### config.mk
export PLATFORM = sky130hd
export DESIGN_NAME = cyclic_rotation_bwt
export DESIGN_NICKNAME = d
export VERILOG_FILES = /design/src/hdl/bwt_pkg.sv /design/src/hdl/bwt_ram.sv /design/src/hdl/bwt_datapath.sv /design/src/hdl/bwt_ctrl.sv /design/src/hdl/cyclic_rotation_bwt.sv
export SDC_FILE = /design/constraint.sdc
export NUM_CORES = 1
export LEC_CHECK = 0
export BUFFER_PORTS_ARGS = -buffer_cell sky130_fd_sc_hd__buf_2
export CORE_UTILIZATION = 63
export CTS_CLUSTER_DIAMETER = 40
export DETAILED_ROUTE_END_ITERATION = 8
export GPL_TIMING_DRIVEN = 1
export PLACE_DENSITY_LB_ADDON = 0.2
export SYNTH_ARGS = -nofsm -noshare
export SYNTH_HDL_FRONTEND = slang
export SYNTH_HIERARCHICAL = 1
export SYNTH_SLANG_ARGS = --single-unit
### constraint.sdc
create_clock -name clk -period 6.76 [get_ports clk]
set_input_delay 1.014 -clock clk [delete_from_list [all_inputs] [get_ports clk]]
set_output_delay 1.014 -clock clk [all_outputs]
set_load 0.05 [all_outputs]
### src/hdl/bwt_pkg.sv
// Package for the cyclic rotation BWT block: controller command and status types.
// Depends on nothing; used by the controller, datapath and top level.
`timescale 1ns / 1ps
package bwt_pkg;
  typedef struct packed {
    logic store;     // write the input byte at the fill count
    logic set_ovf;   // a byte was dropped
    logic clr_len;   // clear fill count and overflow flag
    logic init_i;    // i := 0
    logic inc_i;     // i := i + 1
    logic init_j;    // j := i, cur := i
    logic start_cmp; // load comparison pointers for cur and order[j-1]
    logic step_cmp;  // advance comparison by one character
    logic shift;     // order[j] := order[j-1], j := j - 1
    logic place;     // order[j] := cur
    logic rd_order;  // read order[j-1] (or order[i] when emitting)
    logic rd_text_a; // read text at pointer a
    logic rd_text_b; // read text at pointer b
    logic emit_rd;   // read text at prev of order[i]
  } bwt_cmd_t;

  typedef struct packed {
    logic full;      // fill count reached MAX_LEN
    logic i_done;    // i == len
    logic j_zero;    // j == 0
    logic chars_ne;  // the characters being compared differ
    logic a_less;    // character a is below character b
    logic k_done;    // len characters compared
    logic a_gt_b;    // start of cur above start of order[j-1]
    logic i_last;    // i == len - 1
  } bwt_sts_t;
endpackage

### src/hdl/bwt_ram.sv
// Generic single write, single read RAM with registered read data.
// Depends on nothing.
`timescale 1ns / 1ps
module bwt_ram #(
  parameter int WIDTH = 8,
  parameter int DEPTH = 64
) (
  input  logic                     clk,
  input  logic                     we,
  input  logic [$clog2(DEPTH)-1:0] waddr,
  input  logic [WIDTH-1:0]         wdata,
  input  logic [$clog2(DEPTH)-1:0] raddr,
  output logic [WIDTH-1:0]         rdata
);
  logic [WIDTH-1:0] mem [DEPTH];
  always_ff @(posedge clk) begin
    if (we) begin
      mem[waddr] <= wdata;
    end
    rdata <= mem[raddr];
  end
endmodule

### src/hdl/bwt_datapath.sv
// Datapath of the BWT block: text and order memories, counters and comparator.
// Depends on bwt_pkg and bwt_ram.
`timescale 1ns / 1ps
module bwt_datapath import bwt_pkg::*; #(
  parameter int MAX_LEN = 64
) (
  input  logic       clk,
  input  logic       rst_n,
  input  bwt_cmd_t   cmd,
  output bwt_sts_t   sts,
  input  logic [7:0] in_ch,
  output logic [7:0] ch_q,
  output logic       ovf_q
);
  localparam int AW = (MAX_LEN > 1) ? $clog2(MAX_LEN) : 1;
  localparam int CW = $clog2(MAX_LEN + 1);

  logic [CW-1:0] len_r, i_r, j_r, k_r;
  logic [AW-1:0] cur_r, pa_r, pb_r, bstart_r;
  logic          ovf_r;
  logic [AW-1:0] order_raddr, order_waddr, order_wdata, order_q;
  logic [AW-1:0] text_raddr, text_waddr;
  logic [7:0]    text_q, ca_r;
  logic          order_we;
  logic [AW-1:0] lenm1, nxt_a, nxt_b, prev;

  assign lenm1 = AW'(len_r - CW'(1));
  assign nxt_a = (pa_r == lenm1) ? '0 : pa_r + AW'(1);
  assign nxt_b = (pb_r == lenm1) ? '0 : pb_r + AW'(1);
  assign prev  = (order_q == '0) ? lenm1 : order_q - AW'(1);

  always_comb begin
    text_waddr = AW'(len_r);
    if (cmd.emit_rd) text_raddr = prev;
    else if (cmd.rd_text_b) text_raddr = pb_r;
    else text_raddr = pa_r;
    order_raddr = cmd.inc_i ? AW'(i_r) : AW'(j_r - CW'(1));
    if (cmd.rd_order && cmd.emit_rd) order_raddr = AW'(i_r);
    order_we    = cmd.shift | cmd.place;
    order_waddr = AW'(j_r);
    order_wdata = cmd.shift ? order_q : cur_r;
  end

  bwt_ram #(.WIDTH(8), .DEPTH(MAX_LEN)) u_text (
    .clk, .we(cmd.store), .waddr(text_waddr), .wdata(in_ch),
    .raddr(text_raddr), .rdata(text_q));
  bwt_ram #(.WIDTH(AW), .DEPTH(MAX_LEN)) u_order (
    .clk, .we(order_we), .waddr(order_waddr), .wdata(order_wdata),
    .raddr(order_raddr), .rdata(order_q));

  always_ff @(posedge clk) begin
    if (!rst_n) begin
      len_r <= '0;
      ovf_r <= 1'b0;
    end else begin
      if (cmd.store) len_r <= len_r + CW'(1);
      if (cmd.set_ovf) ovf_r <= 1'b1;
      if (cmd.clr_len) begin
        len_r <= '0;
        ovf_r <= 1'b0;
      end
    end
    if (cmd.init_i) i_r <= '0;
    if (cmd.inc_i) i_r <= i_r + CW'(1);
    if (cmd.init_j) begin
      j_r   <= i_r;
      cur_r <= AW'(i_r);
    end
    if (cmd.shift) j_r <= j_r - CW'(1);
    if (cmd.start_cmp) begin
      pa_r     <= cur_r;
      pb_r     <= order_q;
      bstart_r <= order_q;
      k_r      <= '0;
    end
    if (cmd.rd_text_b) ca_r <= text_q;
    if (cmd.step_cmp) begin
      pa_r <= nxt_a;
      pb_r <= nxt_b;
      k_r  <= k_r + CW'(1);
    end
  end

  assign sts.full     = (len_r == CW'(MAX_LEN));
  assign sts.i_done   = (i_r == len_r);
  assign sts.i_last   = (i_r == len_r - CW'(1));
  assign sts.j_zero   = (j_r == '0);
  assign sts.chars_ne = (ca_r != text_q);
  assign sts.a_less   = (ca_r < text_q);
  assign sts.k_done   = (k_r == len_r);
  assign sts.a_gt_b   = (cur_r > bstart_r);
  assign ch_q  = text_q;
  assign ovf_q = ovf_r;
endmodule

### src/hdl/bwt_ctrl.sv
// Controller of the BWT block: load, insertion sort sequencing and output.
// Depends on bwt_pkg.
`timescale 1ns / 1ps
module bwt_ctrl import bwt_pkg::*; (
  input  logic     clk,
  input  logic     rst_n,
  input  logic     in_valid,
  output logic     in_ready,
  input  logic     in_last,
  output logic     out_valid,
  input  logic     out_ready,
  output logic     out_last_out,
  output logic     ld_out,
  output bwt_cmd_t cmd,
  input  bwt_sts_t sts
);
  typedef enum logic [3:0] {
    S_LOAD, S_ROW, S_JCHK, S_RDB, S_START, S_RDA, S_CMP,
    S_ERD, S_ERD2, S_EOUT
  } state_t;
  state_t state_r, state_nxt;
  logic   valid_r, valid_nxt, lastf_r, lastf_nxt;

  assign in_ready     = (state_r == S_LOAD);
  assign out_valid    = valid_r;
  assign out_last_out = lastf_r;

  always_comb begin
    state_nxt = state_r;
    valid_nxt = valid_r;
    lastf_nxt = lastf_r;
    cmd       = '0;
    ld_out    = 1'b0;
    unique case (state_r)
      S_LOAD: begin
        if (in_valid) begin
          cmd.store   = !sts.full;
          cmd.set_ovf = sts.full;
          if (in_last) begin
            cmd.init_i = 1'b1;
            state_nxt  = S_ROW;
          end
        end
      end
      S_ROW: begin
        if (sts.i_done) begin
          cmd.init_i = 1'b1;
          state_nxt  = S_ERD;
        end else begin
          cmd.init_j = 1'b1;
          state_nxt  = S_JCHK;
        end
      end
      S_JCHK: begin
        if (sts.j_zero) begin
          cmd.place = 1'b1;
          cmd.inc_i = 1'b1;
          state_nxt = S_ROW;
        end else begin
          cmd.rd_order = 1'b1;
          state_nxt    = S_START;
        end
      end
      S_START: begin
        cmd.start_cmp = 1'b1;
        state_nxt     = S_RDA;
      end
      S_RDA: begin
        cmd.rd_text_a = 1'b1;
        state_nxt     = S_RDB;
      end
      S_RDB: begin
        cmd.rd_text_b = 1'b1;
        state_nxt     = S_CMP;
      end
      S_CMP: begin
        if (sts.k_done || sts.chars_ne) begin
          if (sts.chars_ne ? sts.a_less : sts.a_gt_b) begin
            cmd.rd_order = 1'b1;
            cmd.shift    = 1'b1;
            state_nxt    = S_JCHK;
          end else begin
            cmd.place = 1'b1;
            cmd.inc_i = 1'b1;
            state_nxt = S_ROW;
          end
        end else if (sts.k_done) begin
          state_nxt = S_ROW;
        end else begin
          cmd.step_cmp = 1'b1;
          state_nxt    = S_RDA;
        end
      end
      S_ERD: begin
        cmd.rd_order = 1'b1;
        cmd.emit_rd  = 1'b1;
        state_nxt    = S_ERD2;
      end
      S_ERD2: begin
        cmd.emit_rd = 1'b1;
        state_nxt   = S_EOUT;
      end
      S_EOUT: begin
        if (!valid_r) begin
          valid_nxt = 1'b1;
          lastf_nxt = sts.i_last;
          ld_out    = 1'b1;
        end else if (out_ready) begin
          valid_nxt = 1'b0;
          cmd.inc_i = 1'b1;
          if (lastf_r) begin
            cmd.clr_len = 1'b1;
            state_nxt   = S_LOAD;
          end else begin
            state_nxt = S_ERD;
          end
        end
      end
      default: state_nxt = S_LOAD;
    endcase
  end

  always_ff @(posedge clk) begin
    if (!rst_n) begin
      state_r <= S_LOAD;
      valid_r <= 1'b0;
      lastf_r <= 1'b0;
    end else begin
      state_r <= state_nxt;
      valid_r <= valid_nxt;
      lastf_r <= lastf_nxt;
    end
  end
endmodule

### src/hdl/cyclic_rotation_bwt.sv
// Top level of the cyclic rotation BWT block.
// Depends on bwt_pkg, bwt_ctrl and bwt_datapath.
//
// Input bytes arrive on in_ch with in_last on a valid/ready channel, one
// transaction per cycle while loading. Bytes beyond MAX_LEN are dropped and
// set the overflow flag. The final byte starts an insertion sort of the
// rotation start positions; each comparison walks the text memory one
// character at a time through the states S_RDA, S_RDB and S_CMP.
// Then n result transactions follow on out_ch_out with out_last_out on the
// last one, each read in S_ERD and S_ERD2 and registered in S_EOUT. While the
// receiver stalls, the result is held and the block waits. Input is not
// accepted from the final byte until the last result is taken. Synchronous
// reset clears the fill count, the overflow flag and the handshakes.
`timescale 1ns / 1ps
module cyclic_rotation_bwt import bwt_pkg::*; #(
  parameter int MAX_LEN = 64
) (
  input  logic       clk,
  input  logic       rst_n,
  input  logic       in_valid,
  output logic       in_ready,
  input  logic [7:0] in_ch,
  input  logic       in_last,
  output logic       out_valid,
  input  logic       out_ready,
  output logic [7:0] out_ch_out,
  output logic       out_last_out,
  output logic       out_overflow
);
  bwt_cmd_t   cmd;
  bwt_sts_t   sts;
  logic       ld_out;
  logic [7:0] ch_q, ch_r;
  logic       ovf_q, ovf_r;

  bwt_ctrl u_ctrl (
    .clk, .rst_n, .in_valid, .in_ready, .in_last, .out_valid, .out_ready,
    .out_last_out, .ld_out, .cmd, .sts);
  bwt_datapath #(.MAX_LEN(MAX_LEN)) u_dp (
    .clk, .rst_n, .cmd, .sts, .in_ch, .ch_q, .ovf_q);

  always_ff @(posedge clk) begin
    if (ld_out) begin
      ch_r  <= ch_q;
      ovf_r <= ovf_q;
    end
  end
  assign out_ch_out   = ch_r;
  assign out_overflow = ovf_r;
endmodule
**Word level (Yosys, flattened, before mapping)**

Memories as Yosys holds them, arrays and structs flattened. A register that Yosys moved wholly into a read port is not among the register bits.
Cells that the tools add are included.

- Register bits: 76
- RAM bits: 896
- Output and inout bits: 12
- Logic and storage cells: 130
- Memories: 2

Memory list:

| name | words | width | read ports | clocked after memory_dff | write ports | line | source |
|---|---|---|---|---|---|---|---|
| u_dp.u_text.mem | 64 | 8 | 1 | 1 | 1 | bwt_ram.sv:15 | `logic [WIDTH-1:0] mem [DEPTH];` |
| u_dp.u_order.mem | 64 | 6 | 1 | 1 | 1 | bwt_ram.sv:15 |  |

- Add/subtract/negate cells: 8
- $lt $le $gt $ge: 2
- Equality and inequality tests: 20
- Mux-type cells: 67
- Bitwise logic cells: 3
- Reductions and logical operators: 13

Operators with widths:

| kind | number |
|---|---|
| two-way mux 6 bit | 12 |
| two-way mux 7 bit | 6 |
| one-hot mux 4 bit (10 select lines) | 1 |
| two-way mux 1 bit | 30 |
| adder 7 x 1 -> 7 bit, second input constant | 3 |
| == test 7 bit | 3 |
| two-way mux 3 bit | 6 |
| == test 4 x 3 -> 1 bit, second input constant | 4 |
| two-way mux 4 bit | 4 |
| subtractor 7 x 1 -> 7 bit, second input constant | 2 |
| adder 6 x 1 -> 6 bit, second input constant | 2 |
| == test 6 bit | 2 |
| == test 4 x 2 -> 1 bit, second input constant | 2 |
| == test 4 bit, second input constant | 2 |
| < comparator 8 bit | 1 |
| two-way mux 2 bit | 4 |
| != test 8 bit | 1 |
| == test 7 bit, second input constant | 1 |
| logical NOT 7 bit | 1 |
| greater-than comparator 6 bit | 1 |
| logical NOT 6 bit | 1 |
| one-hot mux 1 bit (3 select lines) | 2 |
| nonzero test 2 bit | 3 |
| subtractor 6 x 1 -> 6 bit, second input constant | 1 |
| other kinds (13) | 18 |

**Logic depth before layout (Yosys ltp)**

Gate-level depths: netlist (run 1).

- Word-level depth: 8
- Depth in mapped cells: 22
- Mapped depth without buffers: 19

**Modules after synthesis**

Netlist (run 1), hierarchy kept.

By module, submodules not included:

| module | times used | cells an instance | area an instance (um^2) | sequential area each (um^2) |
|---|---|---|---|---|
| bwt_ram (u_dp.u_text) | 1 | 940 | 20166.8 | 15534.9 |
| bwt_ram (u_dp.u_order) | 1 | 720 | 15225.9 | 11651.2 |
| bwt_datapath | 1 | 394 | 4120.2 | 1751.7 |
| bwt_ctrl | 1 | 81 | 554.3 | 120.1 |
| cyclic_rotation_bwt | 1 | 9 | 270.3 | 270.3 |

**Worst setup path after synthesis (run 1)**

Ideal clock, no wire load.

- Kind: reg2reg
- From: register u_dp.cur_r[1]
- To: memory u_dp/u_order/mem[0][0] (netlist name) (data pin)
- Library setup time: 0.702 ns
- Arrival: 4.327 ns
- Required time: 6.058 ns
- Slack: 1.731 ns
- Cell stages (with the launch flop): 11
- Period minus slack after synthesis: 5.029 ns
- Cell sequence: edfxtp_1 -> ha_1 -> nor2b_1 -> o21a_1 -> o21a_1 -> o21ai_0 -> a21oi_1 -> nand3b_1 -> a211oi_1 -> clkbuf_1 -> o21ai_0

RTL lines:

| element | line | source |
|---|---|---|
| start, declared | bwt_datapath.sv:19 | `logic [AW-1:0] cur_r, pa_r, pb_r, bstart_r;` |
| start signal, assigned | bwt_datapath.sv:67 | `cur_r <= AW'(i_r);` |
| end, declared | bwt_ram.sv:15 |  |

==> results of run 1 <==
==> worst min path at each step <==
| stage | cells past startpoint | to | from | slack, ns |
|---|---|---|---|---|
| 4_1_cts | 0 | out_overflow | u_dp/ovf_q | 0.45 |
| 3_3_place_gp | 0 | out_overflow | u_dp/ovf_q | 0.42 |
| 6_report | 0 | out_overflow | u_dp/ovf_q | 0.45 |
| 5_1_grt | 0 | out_overflow | u_dp/ovf_q | 0.45 |
| 3_5_place_dp | 0 | out_overflow | u_dp/ovf_q | 0.43 |
| 2_1_floorplan | 0 | out_overflow | u_dp/ovf_q | 0.41 |
==> layer usage <==
| metal | GRT usage, % | up-vias | wire (um) |
|---|---|---|---|
| li1 | - | 8827 | - |
| met1 | 40.8 | 10900 | 35600 |
| met2 | 44.7 | 1078 | 43400 |
| met3 | 5.70 | 166 | 7890 |
| met4 | 8.26 | 0 | 2130 |
| met5 | 0 | - | 0 |
==> worst register-to-register path, delay by kind of cell, from the launching register on <==
| family | cells | cell delay, ns |
|---|---|---|
| buf+inv | 1 | 0.48 |
| compound gates | 7 | 1.87 |
| simple gates | 6 | 1.58 |
| xor+xnor | 1 | 0.19 |
| mux | 1 | 0.58 |
| flops | 1 | 0.85 |
==> sequential cells by signal, indices dropped and copies added (netlist names), 7 cells and up <==
signal             flops
u_dp/u_text/rdata      8
out_ch_out             8
u_dp/ca_r              8
u_dp/k_r               7
u_dp/j_r               7
u_dp/u_order/mem     384
u_dp/i_r               7
u_dp/len_r             7
u_dp/u_text/mem      512
==> stage by stage <==
stage | cell area [um^2] | hold WS [ns] | setup slack, ns
after global placement | 41300 | 0.418 | 1.36
after floorplan | 40300 | 0.409 | 1.73
final | 45400 | 0.453 | 1.10
after detailed placement | 41300 | 0.433 | 1.22
after global routing | 45400 | 0.452 | 0.776
after CTS | 45400 | 0.447 | 1.14
==> where the power goes <==
part           switching, mW  internal, mW  total [mW]
combinational          0.432         0.262       0.694
clock                   2.59          3.93        6.51
sequential            0.0736          6.76        6.83
==> cell type report <==
| class | count | area, um^2 | area share (%) |
|---|---|---|---|
| clock inverters | 92 | 1070 | 2.37 |
| clock buffers | 129 | 3050 | 6.71 |
| diodes | 2 | 5.00 | 0.0110 |
| multi-input cells | 1016 | 10300 | 22.8 |
| well taps | 846 | 1060 | 2.33 |
| repair buffers | 61 | 448 | 0.987 |
| inverters | 25 | 93.8 | 0.207 |
| flip-flops and latches | 986 | 29300 | 64.6 |
==> flow_summary_export.csv, run 1 <==
group,metric,value,unit
outcome,run_status,"complete, no violations",
clock_network,cts.path.max_buffers,3,
routing,drc,0,
critical_path,reg2reg_depth,16,
die,num_rows,92,
grt,grt_pass1_vias,21200,
timing,rsz0062_at_grt,"false",
routing,detail_route.wl_per_cell,28.2,um
clock_network,cts.clk_slew.worst_paths,0.06,ns
place,port_buffers,24,
timing,finClkSkew,0.0283,ns
clock_network,cts-root-buf,"clkbuf_16",
critical_path,arrival,6.23,ns
critical_path,cp-endpoint,"u_dp/u_order/rdata[4]",
die,ios,25,
place,gp_congestion,0.868,
critical_path,worstReg2RegStart,"u_dp/len_r[4]",
timing,fin_crit_sh,83.7,%
power_and_ir_drop,leakage,14.5,nW
grt,track_usage,28.3,%
synthesis,ys_warn_count,6,
routing,drtIter0Drc,2442,
timing,worst_slew_pin_slew,1.30,ns
critical_path,crit_top_cell,"o22a_1",
critical_path,crit_buf_inv,1,
critical_path,path_delay_family,"compound AO/OA/AOI/OAI gates",
grt,grt_pass1_wl,134,mm
power_and_ir_drop,p_per_area,309,nW/um^2
power_and_ir_drop,power.total,14.0,mW
die,die_width,255,um
synthesis,synth_area,40300,um^2
timing,min_period,5.66,ns
critical_path,crit_fanout,22,
critical_path,r2r_end,"u_dp/u_order/rdata[4]",
die,fp.dieH,255,um
clock_network,post-cts-setup-buffers,0,
finish,syn_to_final_growth,12.5,%
routing,wirelength,89.0,mm
routing,ant_nets,0,
die,core,63200,um^2
timing,clock.fmax,0.177,GHz
critical_path,cp.depth,16,
timing,tns,0,ns
clock_network,h-tree-depth,3,
timing,hold_viol,0,
clock_network,cts_resized,0,
finish,drive_gt1_share,23.8,%
power_and_ir_drop,vdd_drop_max,0.000258,V
clock_network,clock_sinks,986,
routing,dr.pass1.iters,7,
critical_path,criticalPathCategory,"flip-flop to flip-flop",
clock_network,clk-insertion-delay-late,0.67,ns
finish,final_common_cell,"edfxtp_1",
critical_path,cp-end-kind,"flip-flop",
grt,overflow,0,
critical_path,r2r_setup_slack,1.10,ns
die,initial_core_util,63.8,%
synthesis,synthCells,2143,
finish,layout_common_cells,"958 x edfxtp_1, 213 x mux4_2, 192 x nor2_1",
critical_path,required,7.33,ns
clock_network,hold_buffers,0,
synthesis,synth.avg_cell_area,18.8,um^2
die,fp.dieArea,65000,um^2
grt,grt_max_degree,75,
critical_path,cp-start-kind,"flip-flop",
flow_run,drv_cap,0,
timing,finalSetupViolations,0,
finish,fillers,3613,
critical_path,cp_cell_sequence,"xnor2_1 -> nand4_1 -> nor4_1 -> nor2b_1 -> o211ai_1 -> a211oi_1 -> or2_2 -> a21o_1 -> nand2_1 -> o21ai_4 -> buf_4 -> mux4_2 -> o22a_1 -> o221ai_1 -> nor3_1 -> o22a_1",
critical_path,startpoint,"u_dp/len_r[4]",
finish,finalCoreUtilization,71.8,%
finish,fin_nets,2245,
clock_network,cts_buffers,118,
routing,viasPerCell,6.64,
finish,final_cells,3157,
synthesis,synthesis.nets,2180,
grt,antenna_found_initial,1,
min_path,worstHoldPathType,"flip-flop to flip-flop",
place,dp_hpwl,53.3,mm
critical_path,critPathSlowestCell,"dfxtp_1",
clock_network,cts_tree,"yes",
place,dpl.cell_count,2934,
critical_path,cp_slowest_stage_delay,0.85,ns
routing,vias,21000,
timing,final_max_slew_viol_count,0,
timing,relSlewSlack,13.0,%
No activity file was read; power rests on OpenSTA's default activity.
==> inputs of run 2 (changes only) <==
--- a/config.mk
+++ b/config.mk
@@ -6,7 +6,7 @@
 export NUM_CORES = 1
 export LEC_CHECK = 0
 export BUFFER_PORTS_ARGS = -buffer_cell sky130_fd_sc_hd__buf_2
-export CORE_UTILIZATION = 63
+export CORE_UTILIZATION = 57
 export CTS_CLUSTER_DIAMETER = 40
 export DETAILED_ROUTE_END_ITERATION = 8
 export GPL_TIMING_DRIVEN = 1
==> constraint.sdc (replaced) <==
create_clock -name clk -period 4.75 [get_ports clk]
set_input_delay 0.7125 -clock clk [delete_from_list [all_inputs] [get_ports clk]]
set_output_delay 0.7125 -clock clk [all_outputs]
set_load 0.05 [all_outputs]
==> run 2 against run 1 <==
Worst hold slack got worse by 0.14 ns. Non-clock buffer count rose by 44. Global-route usage fell by 3.4 points. Critical path depth rose by 5. Combinational power rose by 56%. Fmax rose by 26%. Total power rose by 42%. Utilization fell by 6.1 points. First-iteration DRC count fell by 8.1%. Cell count rose by 4.5%. Sequential power rose by 42%. Count of clock-buffer cells in the layout rose by 9. Critical path type unchanged. Critical endpoint is now u_dp/u_order/rdata[3]. Highest routed layer unchanged.
==> flow_summary_export.csv, run 2 (synthesis gave the netlist of run 1 again) <==
group,metric,value,unit
finish,fin_nets,2291,
critical_path,criticalPathCategory,"flip-flop to flip-flop",
grt,track_usage,24.9,%
finish,final_common_cell,"edfxtp_1",
power_and_ir_drop,leakage,14.7,nW
die,initial_core_util,57.6,%
clock_network,cts.clk_slew.worst_paths,0.06,ns
clock_network,cts_buffers,120,
critical_path,crit_fanout,13,
finish,layout_common_cells,"958 x edfxtp_1, 213 x mux4_2, 192 x nor2_1",
critical_path,critPathSlowestCell,"mux4_2",
die,core,70000,um^2
routing,drc,0,
die,fp.dieH,268,um
critical_path,cp_slowest_stage_delay,0.54,ns
critical_path,crit_buf_inv,5,
grt,antenna_found_initial,0,
finish,drive_gt1_share,24.8,%
place,port_buffers,24,
grt,grt_max_degree,65,
finish,syn_to_final_growth,14.2,%
critical_path,cp_cell_sequence,"inv_1 -> ha_1 -> nor2b_1 -> o21ai_0 -> nand2b_1 -> a21oi_1 -> o21a_1 -> nand2_1 -> o211ai_1 -> a211oi_1 -> or2_2 -> a21o_1 -> buf_4 -> o21ai_4 -> buf_4 -> buf_12 -> buf_4 -> mux4_2 -> o22ai_1 -> nor3_1 -> o22a_1",
routing,drtIter0Drc,2245,
timing,worst_slew_pin_slew,1.27,ns
timing,finClkSkew,0.0264,ns
die,fp.dieArea,71800,um^2
grt,overflow,0,
die,die_width,268,um
routing,vias,21100,
power_and_ir_drop,p_per_area,434,nW/um^2
timing,fin_crit_sh,94.2,%
finish,largest_reg_flops,512,
critical_path,arrival,5.03,ns
critical_path,cp-end-kind,"flip-flop",
critical_path,crit_top_cell,"buf_4",
timing,clock.fmax,0.223,GHz
timing,min_period,4.48,ns
timing,finalSetupViolations,0,
clock_network,clk-insertion-delay-late,0.68,ns
power_and_ir_drop,power.total,20.0,mW
place,dp_hpwl,53.6,mm
place,gp_congestion,0.813,
clock_network,cts-root-buf,"clkbuf_16",
timing,whs,0.309,ns
outcome,run_status,"complete, no violations",
routing,dr.pass1.iters,5,
critical_path,path_delay_family,"compound AO/OA/AOI/OAI gates",
die,num_rows,97,
grt,grt_pass1_wl,132,mm
critical_path,cp-start-kind,"flip-flop",
flow_run,drv_cap,0,
power_and_ir_drop,vdd_drop_max,0.000311,V
clock_network,clock_sinks,986,
grt,grt_pass1_vias,21100,
critical_path,required,5.30,ns
min_path,worstHoldPathType,"primary input to flip-flop",
routing,viasPerCell,6.38,
clock_network,cts.path.max_buffers,3,
clock_network,cts_tree,"yes",
timing,hold_viol,0,
routing,ant_nets,0,
clock_network,h-tree-depth,3,
timing,relSlewSlack,15.0,%
routing,wirelength,88.1,mm
die,ios,25,
timing,final_max_slew_viol_count,0,
finish,reg_top3,"u_dp/u_text/mem (512), u_dp/u_order/mem (384)",
finish,top_register,"u_dp/u_text/mem",
routing,detail_route.wl_per_cell,26.7,um
==> run 2: path summary, 6_finish.rpt <==
kind                                            from               endpoint  slack [ns]  depth (start not counted)
worst max-delay path            u_dp/u_text/rdata[1]  u_dp/u_order/rdata[3]        0.27                         21
worst min-delay path                           rst_n      u_ctrl/state_r[3]        0.31                          2
worst max register to register  u_dp/u_text/rdata[1]  u_dp/u_order/rdata[3]        0.27                         21
worst min register to register            u_dp/ovf_q           out_overflow        0.44                          0
==> run 2: final cells by class <==
cell class | instances | area, um^2
flip-flops and latches | 986 | 29300
inverters | 25 | 93.8
diodes | 1 | 2.50
multi-input cells | 1016 | 10400
well taps | 940 | 1180
fillers | 4590 | 24000
clock buffers | 138 | 3110
repair buffers | 105 | 955
clock inverters | 87 | 1020
==> run 2: metrics by stage <==
step / setup WS, ns / utilization (%) / cell area (um^2) / std cells / setup TNS [ns]
floorplan: 0.683 / - / 40300 / 2143 / 0
global placement: 0.299 / 59.7 / 41800 / 3067 / 0
detailed placement: 0.163 / 59.7 / 41800 / 3067 / 0
CTS: 0.127 / 65.6 / 45900 / 3292 / 0
global route: -0.0288 / 65.7 / 46000 / 3297 / -0.0325
finish: 0.274 / 65.8 / 46000 / 3298 / 0
==> run 2: per-layer routing <==
metal  global-route usage, %  up-vias  wire (um)
met1                    37.6    11000      37700
met4                    7.51        0       1970
met2                    37.6      962      41100
li1                        -     8934          -
met5                       0        -          0
met3                    4.43      139       7270
==> run 2: repair_timing <==
item                                    in CTS  in global routing
setup buffers                                0                  3
endpoints found under the setup margin       0                  6
resized for setup                            0                  5
hold buffers                                 0                  0
==> run 2: report_power, final <==
part / internal (mW) / leakage, nW / switching (mW)
Combinational: 0.417 / 3.91 / 0.663
Sequential: 9.62 / 8.84 / 0.0680
Clock: 5.59 / 1.97 / 3.64
Total: 15.6 / 14.7 / 4.37
==> inputs of run 3 (changes only) <==
--- a/config.mk
+++ b/config.mk
@@ -10,7 +10,7 @@
 export CTS_CLUSTER_DIAMETER = 40
 export DETAILED_ROUTE_END_ITERATION = 8
 export GPL_TIMING_DRIVEN = 1
-export PLACE_DENSITY_LB_ADDON = 0.2
+export PLACE_DENSITY = 0.76
 export SYNTH_ARGS = -nofsm -noshare
 export SYNTH_HDL_FRONTEND = slang
 export SYNTH_HIERARCHICAL = 1
==> run 3 against run 2 <==
Sequential power about the same. Utilization about the same. Combinational power up 6%. Worst hold slack worse by 0.023 ns. Critical path type unchanged. Highest routed layer unchanged.
==> flow_summary_export.csv, run 3 (synthesis gave the netlist of run 1 again) <==
group,metric,value,unit
finish,top_register,"u_dp/u_text/mem",
die,fp.dieH,268,um
clock_network,cts.clk_slew.worst_paths,0.06,ns
finish,fillers,4370,
finish,fin_nets,2309,
place,dp_hpwl,54.7,mm
critical_path,startpoint,"u_dp/u_text/rdata[5]",
min_path,worstHoldPathType,"primary input to flip-flop",
clock_network,cts.path.max_buffers,3,
critical_path,critPathSlowestCell,"nor3_1",
grt,grt_pass1_wl,133,mm
clock_network,cts_tree,"yes",
finish,final_cells,3306,
routing,viasPerCell,6.42,
clock_network,clk-insertion-delay-late,0.70,ns
routing,dr.pass1.iters,8,
clock_network,h-tree-depth,3,
critical_path,cp-start-kind,"flip-flop",
routing,drc,0,
finish,final_cell_area,46000,um^2
timing,finalSetupViolations,0,
timing,relSlewSlack,14.0,%
critical_path,required,5.37,ns
timing,finClkSkew,0.0524,ns
power_and_ir_drop,pwr-share-seq,49.6,%
power_and_ir_drop,p_per_area,425,nW/um^2
timing,tns,0,ns
timing,rsz0062_at_grt,"false",
min_path,min_from,"rst_n",
die,num_rows,97,
place,gp_congestion,0.864,
routing,drtIter0Drc,2520,
finish,final_common_cell,"edfxtp_1",
routing,detail_route.wl_per_cell,27.4,um
timing,min_period,4.56,ns
flow_run,drv_cap,0,
power_and_ir_drop,p_switching,4.33,mW
timing,whs,0.286,ns
finish,layout_common_cells,"958 x edfxtp_1, 213 x mux4_2, 192 x nor2_1",
grt,grt_pass1_vias,21100,
die,fp.dieArea,71800,um^2
grt,track_usage,25.3,%
finish,largest_reg_flops,512,
grt,antenna_found_initial,0,
routing,vias,21200,
timing,clock.fmax,0.219,GHz
critical_path,cp_cell_sequence,"inv_1 -> ha_1 -> a21o_1 -> a21o_1 -> a21oi_1 -> o21a_1 -> nand2_1 -> o211ai_1 -> a211oi_2 -> or2_4 -> a21o_1 -> buf_12 -> nand2_1 -> o21ai_4 -> buf_12 -> buf_4 -> clkbuf_16 -> mux4_2 -> o22a_1 -> o221ai_1 -> nor3_1 -> o22a_1",
power_and_ir_drop,leakage,14.7,nW
critical_path,arrival,5.18,ns
power_and_ir_drop,sw_frac_of_total,22.1,%
power_and_ir_drop,power.total,19.6,mW
power_and_ir_drop,vdd_drop_max,0.000355,V
routing,ant_nets,0,
place,dpl.cell_count,3075,
power_and_ir_drop,comb_power_share,5.8,%
clock_network,clock_sinks,986,
finish,diodes,0,
power_and_ir_drop,power_frac_clock,44.6,%
grt,grt_max_degree,65,
place,placed_area,41900,um^2
grt,overflow,0,
clock_network,cts_buffers,112,
critical_path,crit_top_cell,"a21o_1",
outcome,run_status,"complete, no violations",
timing,final_max_slew_viol_count,0,
critical_path,crit_fanout,16,
finish,syn_to_final_growth,14.1,%
timing,hold_viol,0,
die,initial_core_util,57.6,%
finish,drive_gt1_share,25.5,%
clock_network,cts-root-buf,"clkbuf_16",
power_and_ir_drop,p_int,15.2,mW
critical_path,cp-end-kind,"flip-flop",
critical_path,criticalPathCategory,"flip-flop to flip-flop",
routing,wirelength,90.7,mm
critical_path,worstReg2RegStart,"u_dp/u_text/rdata[5]",
finish,reg_top3,"u_dp/u_text/mem (512), u_dp/u_order/mem (384)",
timing,fin_crit_sh,96.1,%
place,port_buffers,24,
die,die_width,268,um
die,ios,25,
die,core,70000,um^2
critical_path,cp_slowest_stage_delay,0.45,ns
timing,worst_slew_pin_slew,1.29,ns
## run 3: final cells by class
cell class | count | area (um^2) | share of cell area (%)
Multi-Input combinational cell | 1016 | 10400 | 22.5
Tap cell | 940 | 1180 | 2.56
Clock buffer | 127 | 2880 | 6.26
Inverter | 25 | 93.8 | 0.204
Timing Repair Buffer | 131 | 1200 | 2.62
Clock inverter | 81 | 967 | 2.10
Sequential cell | 986 | 29300 | 63.7
## run 3: power by group through the flow
stage | registers, mW | logic (mW) | clock network, mW
final | 9.70 | 1.14 | 8.72
after global routing | 9.70 | 1.20 | 9.15
after detailed placement | 9.88 | 1.05 | 0
after floorplan | 9.83 | 0.689 | 0
after global placement | 9.87 | 1.02 | 0
after CTS | 9.69 | 1.06 | 8.82
## run 3: worst paths after layout
path	to	slack (ns)	cells after the start
worst max-delay path	u_dp/u_order/rdata[4]	0.19	22
worst min-delay path	u_ctrl/state_r[3]	0.29	2
worst max register to register	u_dp/u_order/rdata[4]	0.19	22
worst min register to register	out_overflow	0.44	0
## run 3: critical path: cells and delay by family, from the launching register on
family,cells,cell delay [ns]
AOI/OAI and AO/OA,11,1.77
adders and majority gates,1,0.31
DFF,1,0.35
buffers and inverters,5,0.72
muxes,1,0.35
and+or+nand+nor,4,0.98
## run 3: per-layer routing
layer  track usage, %  vias up  part of all wire [%]
met1             34.7    10900                    38
met4             10.0        0                   3.4
met5                0        -                     0
met3             4.35      210                   9.0
li1                 -     8953                     -
met2             40.9     1145                    49
## run 3: what timing repair did
item,in CTS,in global routing
setup buffers,0,21
hold buffers,0,0
setup endpoints to repair,0,6
gates resized for setup,0,7
## run 3: metrics by stage
step	worst slack, ns	util [%]
3_5_place_dp	0.0491	59.8
3_3_place_gp	0.190	59.8
2_1_floorplan	0.683	-
5_1_grt	0.0172	65.7
6_report	0.186	65.7
4_1_cts	0.0221	65.3
